$ cat src/design/jdm_pkg.sv
`timescale 1ns / 1ps
// Shared types and constants for the joystick direction and magnitude block.
// No dependencies.
package jdm_pkg;

    localparam int DZ_W  = 8;
    localparam int MAG_W = 8;

    localparam logic [DZ_W-1:0]  DEAD_ZONE_RESET = 8'd20;
    localparam logic [MAG_W-1:0] MAG_MAX         = 8'd255;

    typedef enum logic [2:0] {
        STICK_NONE  = 3'd0,
        STICK_RIGHT = 3'd1,
        STICK_LEFT  = 3'd2,
        STICK_UP    = 3'd3,
        STICK_DOWN  = 3'd4
    } dir_t;

    // Classification results that ride along the root chain
    typedef struct packed {
        dir_t dir;
        logic centred;
        logic pressed;
    } side_t;

endpackage

$ cat src/design/jdm_front.sv
`timescale 1ns / 1ps
// Front stage: centers the samples, classifies direction, forms x*x + y*y.
// Depends on jdm_pkg.
module jdm_front #(
    parameter int SAMPLE_BITS = 8
) (
    input  logic                         clk,
    input  logic                         rst_n,
    input  logic                         en,
    input  logic                         valid_in,
    input  logic [SAMPLE_BITS-1:0]       hor,
    input  logic [SAMPLE_BITS-1:0]       ver,
    input  logic                         button,
    input  logic [jdm_pkg::DZ_W-1:0]     dz,
    output logic                         valid_out,
    output logic [2*SAMPLE_BITS-1:0]     sum_out,
    output jdm_pkg::side_t               side_out
);

    localparam int SUM_W = 2 * SAMPLE_BITS;
    localparam int CMP_W = (SAMPLE_BITS > jdm_pkg::DZ_W) ? SAMPLE_BITS : jdm_pkg::DZ_W;
    localparam logic [SAMPLE_BITS-1:0] MID = SAMPLE_BITS'(1) << (SAMPLE_BITS - 1);

    logic                   valid_reg;
    logic [SUM_W-1:0]       sum_reg;
    jdm_pkg::side_t         side_reg;

    logic                   neg_x;
    logic                   neg_y;
    logic [SAMPLE_BITS-1:0] ax;
    logic [SAMPLE_BITS-1:0] ay;
    logic [CMP_W-1:0]       ax_c;
    logic [CMP_W-1:0]       ay_c;
    logic [CMP_W-1:0]       dz_c;
    logic [SUM_W-1:0]       sq_x;
    logic [SUM_W-1:0]       sq_y;
    logic [SUM_W-1:0]       sum_next;
    jdm_pkg::side_t         side_next;

    always_comb
    begin
        neg_x = ~hor[SAMPLE_BITS-1];
        neg_y = ~ver[SAMPLE_BITS-1];
        ax    = neg_x ? (MID - hor) : (hor - MID);
        ay    = neg_y ? (MID - ver) : (ver - MID);
        ax_c  = CMP_W'(ax);
        ay_c  = CMP_W'(ay);
        dz_c  = CMP_W'(dz);
        sq_x  = SUM_W'(ax) * SUM_W'(ax);
        sq_y  = SUM_W'(ay) * SUM_W'(ay);
        sum_next = sq_x + sq_y;

        side_next.centred = (ax_c < dz_c) && (ay_c < dz_c);
        side_next.pressed = ~button;
        side_next.dir     = jdm_pkg::STICK_NONE;
        if (!side_next.centred)
        begin
            if (ax_c >= ay_c)
            begin
                if (ax_c > dz_c)
                begin
                    side_next.dir = neg_x ? jdm_pkg::STICK_LEFT : jdm_pkg::STICK_RIGHT;
                end
            end
            else if (ay_c > dz_c)
            begin
                side_next.dir = neg_y ? jdm_pkg::STICK_DOWN : jdm_pkg::STICK_UP;
            end
        end
    end

    always_ff @(posedge clk or negedge rst_n)
    begin
        if (!rst_n)
        begin
            valid_reg <= 1'b0;
        end
        else if (en)
        begin
            valid_reg <= valid_in;
        end
    end

    always_ff @(posedge clk)
    begin
        if (en)
        begin
            sum_reg  <= sum_next;
            side_reg <= side_next;
        end
    end

    assign valid_out = valid_reg;
    assign sum_out   = sum_reg;
    assign side_out  = side_reg;

endmodule

$ cat src/design/jdm_root_cell.sv
`timescale 1ns / 1ps
// One cell of the square root chain: decides root bit BIT_IDX.
// Depends on jdm_pkg.
module jdm_root_cell #(
    parameter int SUM_W   = 16,
    parameter int ROOT_W  = 8,
    parameter int BIT_IDX = 0
) (
    input  logic              clk,
    input  logic              rst_n,
    input  logic              en,
    input  logic              valid_in,
    input  logic [SUM_W-1:0]  rem_in,
    input  logic [ROOT_W-1:0] root_in,
    input  jdm_pkg::side_t    side_in,
    output logic              valid_out,
    output logic [SUM_W-1:0]  rem_out,
    output logic [ROOT_W-1:0] root_out,
    output jdm_pkg::side_t    side_out
);

    localparam int TW = SUM_W + 1;

    logic              valid_reg;
    logic [SUM_W-1:0]  rem_reg;
    logic [ROOT_W-1:0] root_reg;
    jdm_pkg::side_t    side_reg;

    logic [TW-1:0]     rem_ext;
    logic [TW-1:0]     trial;
    logic              take;
    logic [SUM_W-1:0]  rem_next;
    logic [ROOT_W-1:0] root_next;

    // rem holds v - root^2; try setting this bit
    always_comb
    begin
        rem_ext   = TW'(rem_in);
        trial     = (TW'(root_in) << (BIT_IDX + 1)) + (TW'(1) << (2 * BIT_IDX));
        take      = rem_ext >= trial;
        rem_next  = take ? SUM_W'(rem_ext - trial) : rem_in;
        root_next = take ? (root_in | (ROOT_W'(1) << BIT_IDX)) : root_in;
    end

    always_ff @(posedge clk or negedge rst_n)
    begin
        if (!rst_n)
        begin
            valid_reg <= 1'b0;
        end
        else if (en)
        begin
            valid_reg <= valid_in;
        end
    end

    always_ff @(posedge clk)
    begin
        if (en)
        begin
            rem_reg  <= rem_next;
            root_reg <= root_next;
            side_reg <= side_in;
        end
    end

    assign valid_out = valid_reg;
    assign rem_out   = rem_reg;
    assign root_out  = root_reg;
    assign side_out  = side_reg;

endmodule

$ cat src/design/joystick_direction_and_magnitude.sv
`timescale 1ns / 1ps
// Joystick classifier: one item per cycle while the output is not stalled; one front
// stage, then one square root cell per root bit. Input stall follows
// output stall when the output register is full. Depends on jdm_pkg,
// jdm_front and jdm_root_cell.
module joystick_direction_and_magnitude #(
    parameter int SAMPLE_BITS = 8
) (
    input  logic                     clk,
    input  logic                     rst_n,
    input  logic                     cfg_valid,
    output logic                     cfg_ready,
    input  logic [jdm_pkg::DZ_W-1:0] dead_zone,
    input  logic                     in_valid,
    output logic                     in_stall,
    input  logic [SAMPLE_BITS-1:0]   horizontal_sample,
    input  logic [SAMPLE_BITS-1:0]   vertical_sample,
    input  logic                     button_level,
    output logic                     out_valid,
    input  logic                     out_stall,
    output logic [2:0]               direction,
    output logic [jdm_pkg::MAG_W-1:0] magnitude,
    output logic                     centred,
    output logic                     button_pressed
);

    localparam int SUM_W  = 2 * SAMPLE_BITS;
    localparam int ROOT_W = SAMPLE_BITS;
    localparam int MW     = (ROOT_W > jdm_pkg::MAG_W) ? ROOT_W : jdm_pkg::MAG_W;

    logic [jdm_pkg::DZ_W-1:0] dead_zone_reg;
    logic                     en;

    logic                     valid_c [ROOT_W+1];
    logic [SUM_W-1:0]         rem_c   [ROOT_W+1];
    logic [ROOT_W-1:0]        root_c  [ROOT_W+1];
    jdm_pkg::side_t           side_c  [ROOT_W+1];
    logic [MW-1:0]            root_w;

    assign cfg_ready = 1'b1;

    always_ff @(posedge clk or negedge rst_n)
    begin
        if (!rst_n)
        begin
            dead_zone_reg <= jdm_pkg::DEAD_ZONE_RESET;
        end
        else if (cfg_valid && cfg_ready)
        begin
            dead_zone_reg <= dead_zone;
        end
    end

    assign en       = !out_valid || !out_stall;
    assign in_stall = !en;

    jdm_front #(
        .SAMPLE_BITS(SAMPLE_BITS)
    ) u_front (
        .clk      (clk),
        .rst_n    (rst_n),
        .en       (en),
        .valid_in (in_valid),
        .hor      (horizontal_sample),
        .ver      (vertical_sample),
        .button   (button_level),
        .dz       (dead_zone_reg),
        .valid_out(valid_c[0]),
        .sum_out  (rem_c[0]),
        .side_out (side_c[0])
    );

    assign root_c[0] = '0;

    for (genvar i = 0; i < ROOT_W; i++)
    begin : g_cell
        jdm_root_cell #(
            .SUM_W  (SUM_W),
            .ROOT_W (ROOT_W),
            .BIT_IDX(ROOT_W - 1 - i)
        ) u_cell (
            .clk      (clk),
            .rst_n    (rst_n),
            .en       (en),
            .valid_in (valid_c[i]),
            .rem_in   (rem_c[i]),
            .root_in  (root_c[i]),
            .side_in  (side_c[i]),
            .valid_out(valid_c[i+1]),
            .rem_out  (rem_c[i+1]),
            .root_out (root_c[i+1]),
            .side_out (side_c[i+1])
        );
    end

    assign root_w         = MW'(root_c[ROOT_W]);
    assign out_valid      = valid_c[ROOT_W];
    assign direction      = side_c[ROOT_W].dir;
    assign centred        = side_c[ROOT_W].centred;
    assign button_pressed = side_c[ROOT_W].pressed;
    assign magnitude      = (root_w > MW'(jdm_pkg::MAG_MAX)) ? jdm_pkg::MAG_MAX
                                                             : root_w[jdm_pkg::MAG_W-1:0];

    a_centred_no_dir: assert property (@(posedge clk) disable iff (!rst_n)
        out_valid && centred |-> direction == jdm_pkg::STICK_NONE)
        else $error("centred item carries a direction");

    a_empty_no_stall: assert property (@(posedge clk) disable iff (!rst_n)
        !out_valid |-> !in_stall)
        else $error("input stalled with empty output");

    a_held_result: assert property (@(posedge clk) disable iff (!rst_n)
        out_valid && out_stall |=> out_valid && $stable(magnitude) && $stable(direction))
        else $error("stalled result lost or changed");

endmodule
$ cat config.mk
export PLATFORM = sky130hd
export DESIGN_NAME = joystick_direction_and_magnitude
export DESIGN_NICKNAME = d
export VERILOG_FILES = /design/src/design/jdm_pkg.sv /design/src/design/jdm_front.sv /design/src/design/jdm_root_cell.sv /design/src/design/joystick_direction_and_magnitude.sv
export SDC_FILE = /design/constraint.sdc
export NUM_CORES = 1
export LEC_CHECK = 0
export ABC_AREA = 1
export BUFFER_PORTS_ARGS = -buffer_cell sky130_fd_sc_hd__buf_2
export CORE_MARGIN = 3
export CORE_UTILIZATION = 50
export DETAILED_ROUTE_END_ITERATION = 8
export HOLD_SLACK_MARGIN = 0.02
export PLACE_DENSITY = 0.66
export SYNTH_ARGS = -nofsm -noshare
export SYNTH_HDL_FRONTEND = slang
export SYNTH_HIERARCHICAL = 1
export SYNTH_SLANG_ARGS = --single-unit
$ cat constraint.sdc
create_clock -name clk -period 12.8 [get_ports clk]
set_clock_uncertainty 0.2 [all_clocks]
set_input_delay 0.64 -clock clk [delete_from_list [all_inputs] [get_ports clk]]
set_output_delay 0.64 -clock clk [all_outputs]
set_load 0.01 [all_outputs]
==> metrics.cfg, run 1 <==
[cells_and_area]
stdcell_count = 2734
layout-drive-gt1-share_pct = 12.3
fin_area_um2 = 20700
antenna_cells = 0
fillerInstances = 3341
nets = 2478
largest_reg_flops = 112
area_growth_pct = 9.20

[floorplan]
start_util_pct = 51.3
core-area_um2 = 37000
rows = 70
io_pins = 46
dieHeight_um = 201
fp.dieW_um = 201
dieArea_um2 = 40300

[timing]
setup_ws_ns = 6.40
tightest_slew_ns = 0.918
setup_viol = 0
rsz0062_at_grt = no
drv_slew = 0
fin_crit_sh_pct = 50.0
slew_headroom_pct = 38.8
hold_viol = 0
finalCriticalPeriod_ns = 6.40
tns_ns = 0
fmax_ghz = 0.156

[critical_path]
crit_buf_inv = 6
r2r_slack_ns = 9.45
worstPathCellList = buf_2, inv_1, ha_1, inv_1, o21ai_1, nand2_1, fa_1, fa_1, inv_1, fa_1, fa_1, fa_1, inv_1, fa_1, inv_1, ha_1, a21oi_1, nor2_1, o21ai_0, nand3_1, nand2_1, nand2_1
critPathLaunch = horizontal_sample[0]
reg2reg_depth = 12
crit_top_cell = fa_1
crit_path_max_fanout = 9
r2r-end = g_cell[5].u_cell/rem_out[3]$_DFFE_PP_
crit_type = in -> reg
endpoint = u_front/sum_out[14]$_DFFE_PP_
start_kind = input pin
critical_path.endpoint_type = register
cp_data_required_time_ns = 12.92
slowest_delay_ns = 0.56
reg2reg_from = g_cell[4].u_cell/root_out[1]$_DFFE_PP_
cp_slowest_cell = o21ai_1
crit_cells = 22
cp_top_family = adder cells
critPathArrivalTime_ns = 6.52

[global_route]
grt_pass1_wl_um = 64600
grt_pass1_vias = 13700
grt-ovfl-total = 0
antenna_found_initial = 0
track_usage_pct = 19.2
grt_start_max_net_pins = 164

[logic_synthesis]
ys_warn_count = 6
avgSynthCellArea_um2 = 8.93
netlist_area_um2 = 19000
syn_inst = 2122

[cts]
ctsResizeCount = 0
cts-root-buf = clkbuf_16
clock-sinks = 254
cts_buffer_depth = 3
cts_setup_buffers = 0
worstSkewPairLatency_ns = 0.56
clkTransAtPathRegs_ns = 0.06
htreeDepth = 1
cts_hold_buf = 1
cts_buffers = 27
tritoncts = done

[place]
place.gp.congestion = 0.871
dp.final_hpwl_um = 30500
place_ws_ns = 5.88
placed_cell_area_um2 = 19800
portBuffers = 44
dp.cells = 2684

[drt]
finalWirelength_um = 37800
first_pass_iters = 5
wl_per_cell_um = 13.8
routed_via_density = 4.92
antenna_left = 0
vias = 13500
route.detailed.drc = 0
first_iter_violations = 612

[job]
maxCapViolations = 0

[status]
status = finished clean

[worst_hold_path]
min_from = dead_zone[6]
hold_path.class = in -> reg

==> metal layers <==
| layer | up-vias | global-route usage (%) | part of all wire [%] |
|---|---|---|---|
| li1 | 6892 | - | - |
| met1 | 6288 | 24.1 | 44 |
| met2 | 197 | 34.5 | 50 |
| met3 | 73 | 2.59 | 3.4 |
| met4 | 0 | 5.87 | 2.9 |
| met5 | - | 0 | 0 |
==> worst min path at each step <==
| stage | end | cells after the start |
|---|---|---|
| final | dead_zone_reg[6]$_DFFE_PN0P_ | 3 |
| after global routing | dead_zone_reg[6]$_DFFE_PN0P_ | 3 |
| after CTS | dead_zone_reg[6]$_DFFE_PN0P_ | 3 |
| after detailed placement | g_cell[2].u_cell/side_out[2]$_DFFE_PP_ | 0 |
| after global placement | g_cell[4].u_cell/side_out[1]$_DFFE_PP_ | 0 |
| after floorplan | dead_zone_reg[0]$_DFFE_PN0P_ | 0 |
==> worst min-delay path: stages <==
cell and delay (ns):
buf_2 0.07, nand2_1 0.04, nand2_1 0.05
==> cell usage in the layout (no fill, tap or decap), types with 9 or more instances in the layout <==
cell       count
o21ai_0       11
ha_1         156
inv_1        386
clkbuf_16     27
nor2_1       139
xor2_1        34
nand2_1      595
nand3b_1      14
nand3_2       15
dfrtp_1       15
inv_2         29
edfxtp_1     237
nand3_1       99
nand4_1       61
conb_1        31
buf_2         44
fa_1          82
nand2_2       47
mux2_2         9
a21oi_2       10
nor2_2        20
a21oi_1       39
xnor2_1       24
==> per-stage QoR <==
stage,utilization [%],hold slack (ns)
after floorplan,-,0.144
after global placement,53.5,0.202
after detailed placement,53.5,0.205
after CTS,56.0,0.0412
after global routing,56.0,0.0680
final,56.0,0.0753
==> cell type report <==
class	instances	area (um2)	share of cell area [%]
clock buffers	32	694	3.36
inverters	420	1580	7.64
flip-flops and latches	254	7540	36.5
multi-input cells	1460	9770	47.2
well taps	504	631	3.05
clock inverters	17	218	1.05
repair buffers	47	258	1.25
Power of run 1 is not shown: default switching activity piles up to over one toggle a cycle in this logic, so the estimate is an artifact.
==> inputs of run 2 (changes only) <==
--- a/config.mk
+++ b/config.mk
@@ -5,13 +5,13 @@
 export SDC_FILE = /design/constraint.sdc
 export NUM_CORES = 1
 export LEC_CHECK = 0
-export ABC_AREA = 1
+export ABC_AREA = 0
 export BUFFER_PORTS_ARGS = -buffer_cell sky130_fd_sc_hd__buf_2
 export CORE_MARGIN = 3
 export CORE_UTILIZATION = 50
 export DETAILED_ROUTE_END_ITERATION = 8
 export HOLD_SLACK_MARGIN = 0.02
-export PLACE_DENSITY = 0.66
+export PLACE_DENSITY = 0.69
 export SYNTH_ARGS = -nofsm -noshare
 export SYNTH_HDL_FRONTEND = slang
 export SYNTH_HIERARCHICAL = 1
==> constraint.sdc (replaced) <==
create_clock -name clk -period 5.1 [get_ports clk]
set_clock_uncertainty 0.2 [all_clocks]
set_input_delay 0.255 -clock clk [delete_from_list [all_inputs] [get_ports clk]]
set_output_delay 0.255 -clock clk [all_outputs]
set_load 0.01 [all_outputs]
==> metrics.cfg, run 2 <==
[status]
status = finished, violations left
failed_checks = setup timing

[timing]
tightest_slew_ns = 0.778  ; -0.141 ns
setup_viol = 7  ; +7
hold_viol = 0  ; unchanged
drv_slew = 0  ; unchanged
rsz0062_at_grt = yes
finalCriticalPeriod_ns = 5.34
hold_slack_ns = 0.0656  ; -0.00967 ns
setup_ws_ns = -0.242  ; -6.64 ns
fmax_ghz = 0.187
fin_crit_sh_pct = 105
slew_headroom_pct = 48.2  ; +9.4 points

[cts]
cts_buffer_depth = 3  ; unchanged
worstSkewPairLatency_ns = 0.55  ; about the same
clock-sinks = 254  ; unchanged
cts_buffers = 28  ; +3.7%
cts-root-buf = clkbuf_16
htreeDepth = 1  ; unchanged
clkTransAtPathRegs_ns = 0.06  ; about the same
tritoncts = done

[critical_path]
reg2reg_from = g_cell[3].u_cell/root_out[2]$_DFFE_PP_
critPathLaunch = vertical_sample[5]
cp_data_required_time_ns = 5.20  ; -7.72 ns
critical_path.endpoint_type = register
worstPathCellList = buf_8, nor4_4, a21oi_4, xor2_2, inv_2, nor2_4, fa_1, fa_1, fa_1, fa_1, fa_1, inv_2, fa_1, inv_2, ha_4, o21a_1, o211ai_1, o221ai_2, a21oi_2, xnor2_1
start_kind = input pin
critPathArrivalTime_ns = 5.44  ; -1.08 ns
endpoint = u_front/sum_out[14]$_DFFE_PP_
r2r-end = g_cell[4].u_cell/rem_out[6]$_DFFE_PP_
slowest_delay_ns = 0.57  ; about the same
cp_slowest_cell = fa_1
reg2reg_depth = 9  ; -3
crit_type = in -> reg
crit_path_max_fanout = 5  ; -4
crit_top_cell = fa_1
r2r_slack_ns = 1.71  ; -7.74 ns

[global_route]
grt_pass1_wl_um = 57700  ; -11%
grt-ovfl-total = 0  ; unchanged
grt_pass1_vias = 12000  ; -12%
grt_start_max_net_pins = 139  ; -15%
antenna_found_initial = 0  ; unchanged
track_usage_pct = 19.3  ; +0.074 points

[floorplan]
core-area_um2 = 33800  ; -8.6%
dieArea_um2 = 36900  ; -8.5%
dieHeight_um = 192  ; -4.3%
io_pins = 46  ; unchanged
fp.dieW_um = 192  ; -4.3%
rows = 67  ; -4.3%
start_util_pct = 51.2  ; -0.063 points

[cells_and_area]
final_common_cell = edfxtp_1
fillerInstances = 2583  ; -23%
nets = 1944  ; -22%
multi_input_area_um2 = 9600  ; -1.7%
layout-drive-gt1-share_pct = 27.0  ; +15 points
largest_reg_flops = 112  ; unchanged
area_growth_pct = 22.1
fin_area_um2 = 21100  ; +2.1%
register_area_um2 = 7540  ; unchanged
most-common-layout-cells = edfxtp_1, inv_1, ha_1
stdcell_count = 2146  ; -22%
antenna_cells = 0  ; unchanged

[drt]
antenna_left = 0  ; unchanged
first_iter_violations = 587  ; -4.1%
vias = 11300  ; -16%
routed_via_density = 5.27  ; +7.2%
first_pass_iters = 5  ; unchanged
route.detailed.drc = 0  ; unchanged
finalWirelength_um = 34500  ; -8.9%
wl_per_cell_um = 16.1  ; +16%

[place]
dp.cells = 2033  ; -24%
placed_cell_area_um2 = 19300  ; -2.4%
place.gp.congestion = 0.887  ; +1.9%
portBuffers = 44  ; unchanged
dp.final_hpwl_um = 25500  ; -16%

[logic_synthesis]
syn_inst = 1416  ; -33%
netlist_area_um2 = 17300  ; -8.7%
ys_warn_count = 6  ; unchanged
avgSynthCellArea_um2 = 12.2  ; +37%

[worst_hold_path]
min_path_cells = 3  ; unchanged
hold_path.class = in -> reg

[job]
maxCapViolations = 0  ; unchanged

[run 2: how the worst min path moves through the flow]
| stage | startpoint | to | slack (ns) |
|---|---|---|---|
| 3_3_place_gp | rst_n | g_cell[7].u_cell/valid_out$_DFFE_PN0P_ | -0.02 |
| 3_5_place_dp | rst_n | g_cell[6].u_cell/valid_out$_DFFE_PN0P_ | 0.002 |
| 5_1_grt | horizontal_sample[7] | u_front/side_out[3]$_SDFFCE_PP0P_ | 0.05 |
| 4_1_cts | horizontal_sample[7] | u_front/side_out[3]$_SDFFCE_PP0P_ | 0.03 |
| 2_1_floorplan | rst_n | dead_zone_reg[0]$_DFFE_PN0P_ | -0.24 |
| 6_report | horizontal_sample[7] | u_front/side_out[3]$_SDFFCE_PP0P_ | 0.07 |
[run 2: worst max-delay path, delay by kind of cell]
family | cells | cell delay, ns
buffers and inverters | 4 | 0.34
AND/OR/NAND/NOR | 2 | 0.45
XOR/XNOR | 2 | 0.29
adder cells (fa/ha/maj) | 7 | 3.19
AO/OA/AOI/OAI | 5 | 0.88
[run 2: timing repair]
item | in CTS | in global routing
hold endpoints to repair | 28 | 0
pin swaps | 40 | 30
setup endpoints to repair | 8 | 9
resized for setup | 41 | 34
buffers inserted | 28 | 11
hold buffers | 22 | 0
[run 2: through the flow]
step           util, %  setup WS, ns  setup TNS [ns]
2_1_floorplan        -        -0.541           -3.23
3_3_place_gp      57.1        -0.747           -6.04
3_5_place_dp      57.1        -0.826           -6.60
4_1_cts           61.9        -0.184          -0.890
5_1_grt           62.5        -0.425           -2.64
6_report          62.5        -0.242           -1.03
[run 2: area by class of cell]
class / instances / share of cell area [%]
clock inverter: 22 / 1.64
inverter: 189 / 3.45
sequential: 254 / 35.7
tap: 448 / 2.65
multi-input combinational: 990 / 45.4
clock buffer: 30 / 3.35
timing repair buffer: 213 / 7.77
[run 2: layer usage]
metal | vias to the layer above | routed length (um) | GRT usage (%) | share of wire [%]
met2 | 195 | 16900 | 33.9 | 49
met4 | 0 | 871 | 4.76 | 2.5
li1 | 5563 | - | - | -
met1 | 5485 | 15300 | 24.8 | 44
met3 | 71 | 1430 | 3.39 | 4.1
met5 | - | 0 | 0 | 0
Power of run 2 is left out for the same reason.
==> inputs of run 3 (changes only) <==
--- a/config.mk
+++ b/config.mk
@@ -9,6 +9,8 @@
 export BUFFER_PORTS_ARGS = -buffer_cell sky130_fd_sc_hd__buf_2
 export CORE_MARGIN = 3
 export CORE_UTILIZATION = 50
+export CTS_BUF_LIST = sky130_fd_sc_hd__clkbuf_8
+export CTS_CLUSTER_SIZE = 28
 export DETAILED_ROUTE_END_ITERATION = 8
 export HOLD_SLACK_MARGIN = 0.02
 export PLACE_DENSITY = 0.69
==> metrics.cfg, run 3 (synthesis results as in run 2) <==
[global_route]
grt-ovfl-total = 0  ; unchanged
grt_pass1_vias = 12100  ; +0.88%
grt_start_max_net_pins = 139  ; unchanged
grt_pass1_wl_um = 58100  ; +0.61%
track_usage_pct = 19.5  ; +0.18 points
antenna_found_initial = 0  ; unchanged

[job]
maxCapViolations = 0  ; unchanged

[timing]
setup_ws_ns = -0.270  ; -0.0277 ns
finalCriticalPeriod_ns = 5.37  ; +0.0277 ns
drv_slew = 0  ; unchanged
rsz0062_at_grt = yes
fin_crit_sh_pct = 105  ; +0.54 points
fmax_ghz = 0.186  ; -0.52%
tightest_slew_ns = 0.787  ; +0.00899 ns
hold_viol = 0  ; unchanged
slew_headroom_pct = 47.6  ; -0.60 points
hold_slack_ns = 0.131  ; +0.0653 ns
setup_viol = 7  ; unchanged

[cells_and_area]
layout-drive-gt1-share_pct = 26.9  ; -0.14 points
multi_input_area_um2 = 9620  ; +0.22%
area_growth_pct = 20.6
largest_reg_flops = 112  ; unchanged
fillerInstances = 2633  ; +1.9%
antenna_cells = 0  ; unchanged
register_area_um2 = 7540  ; unchanged
most-common-layout-cells = edfxtp_1, inv_1, ha_1
final_common_cell = edfxtp_1
nets = 1958  ; +0.72%

[floorplan]
start_util_pct = 51.2  ; unchanged
io_pins = 46  ; unchanged
fp.dieW_um = 192  ; unchanged
core-area_um2 = 33800  ; unchanged
dieHeight_um = 192  ; unchanged
rows = 67  ; unchanged
dieArea_um2 = 36900  ; unchanged

[cts]
cts-root-buf = clkbuf_8
cts_buffers = 43  ; +54%
htreeDepth = 2  ; +1
worstSkewPairLatency_ns = 0.56  ; about the same
tritoncts = done
cts_buffer_depth = 3  ; unchanged
clkTransAtPathRegs_ns = 0.06  ; about the same
clock-sinks = 254  ; unchanged

[drt]
first_pass_iters = 5  ; unchanged
wl_per_cell_um = 16.0  ; -0.39%
routed_via_density = 5.25  ; -0.40%
first_iter_violations = 492  ; -16%
antenna_left = 0  ; unchanged
finalWirelength_um = 34600  ; +0.53%
vias = 11400  ; +0.53%
route.detailed.drc = 0  ; unchanged

[critical_path]
crit_path_max_fanout = 5  ; unchanged
cp_data_required_time_ns = 5.18  ; -0.02 ns
crit_top_cell = fa_1
slowest_delay_ns = 0.57  ; about the same
worstPathCellList = buf_8, nor4_4, a21oi_4, xor2_2, inv_2, nor2_4, fa_1, fa_1, fa_1, fa_1, fa_1, inv_2, fa_1, inv_2, ha_4, o21a_1, o211ai_1, o221ai_2, a21oi_2, xnor2_1
critical_path.endpoint_type = register
start_kind = input pin
crit_type = in -> reg
cp_slowest_cell = fa_1
critPathArrivalTime_ns = 5.45  ; about the same

[status]
failed_checks = setup timing
status = finished, violations left

[place]
place.gp.congestion = 0.887  ; unchanged
dp.final_hpwl_um = 25500  ; unchanged
portBuffers = 44  ; unchanged

[worst_hold_path]
hold_path.class = in -> reg

run 3: cell type report:
| class | count | area share (%) |
|---|---|---|
| flip-flops and latches | 254 | 36.2 |
| clock buffers | 44 | 2.90 |
| clock inverters | 29 | 0.798 |
| multi-input cells | 990 | 46.1 |
| well taps | 448 | 2.69 |
| repair buffers | 212 | 7.87 |
| inverters | 189 | 3.48 |
run 3: critical path: cells and delay by family:
| kind | cells | cell delay, ns |
|---|---|---|
| simple gates | 2 | 0.45 |
| compound gates | 5 | 0.88 |
| buf+inv | 4 | 0.35 |
| xor+xnor | 2 | 0.29 |
| fa+ha+maj | 7 | 3.20 |
run 3: per-stage QoR:
stage | TNS [ns] | worst slack, ns | area (um2) | util (%) | std cells
floorplan | -3.23 | -0.541 | 17800 | - | 1443
global placement | -6.04 | -0.747 | 19300 | 57.1 | 2033
detailed placement | -6.60 | -0.826 | 19300 | 57.1 | 2033
CTS | -0.842 | -0.183 | 20700 | 61.1 | 2157
global route | -2.93 | -0.442 | 20900 | 61.8 | 2166
finish | -1.37 | -0.270 | 20900 | 61.8 | 2166
run 3: worst paths after layout:
check	end	from	slack, ns	depth (start not counted)
max	u_front/sum_out[14]$_DFFE_PP_	vertical_sample[5]	-0.27	20
min	u_front/side_out[4]$_SDFFCE_PP0P_	vertical_sample[7]	0.13	3
max reg2reg	g_cell[4].u_cell/rem_out[7]$_DFFE_PP_	g_cell[3].u_cell/root_out[2]$_DFFE_PP_	1.68	9
min reg2reg	g_cell[0].u_cell/side_out[0]$_DFFE_PP_	u_front/side_out[0]$_DFFE_PP_	0.21	0
max in group asynchronous	g_cell[1].u_cell/valid_out$_DFFE_PN0P_	rst_n	3.04	4
min in group asynchronous	dead_zone_reg[4]$_DFFE_PN1P_	rst_n	0.54	3
run 3: what timing repair did:
item,4_1_cts,5_1_grt
pin swaps,39,28
setup buffers,28,9
hold buffers,23,0
gates resized for setup,41,39
setup endpoints to repair,8,9
endpoints found under the hold margin,29,0
run 3: per-layer routing:
metal / vias up / global-route usage (%) / share of wire, %
met4: 0 / 5.66 / 2.4
met3: 68 / 3.67 / 4.6
met5: - / 0 / 0
li1: 5594 / - / -
met1: 5492 / 24.9 / 44
met2: 220 / 33.8 / 49
Power of run 3 is left out for the same reason.
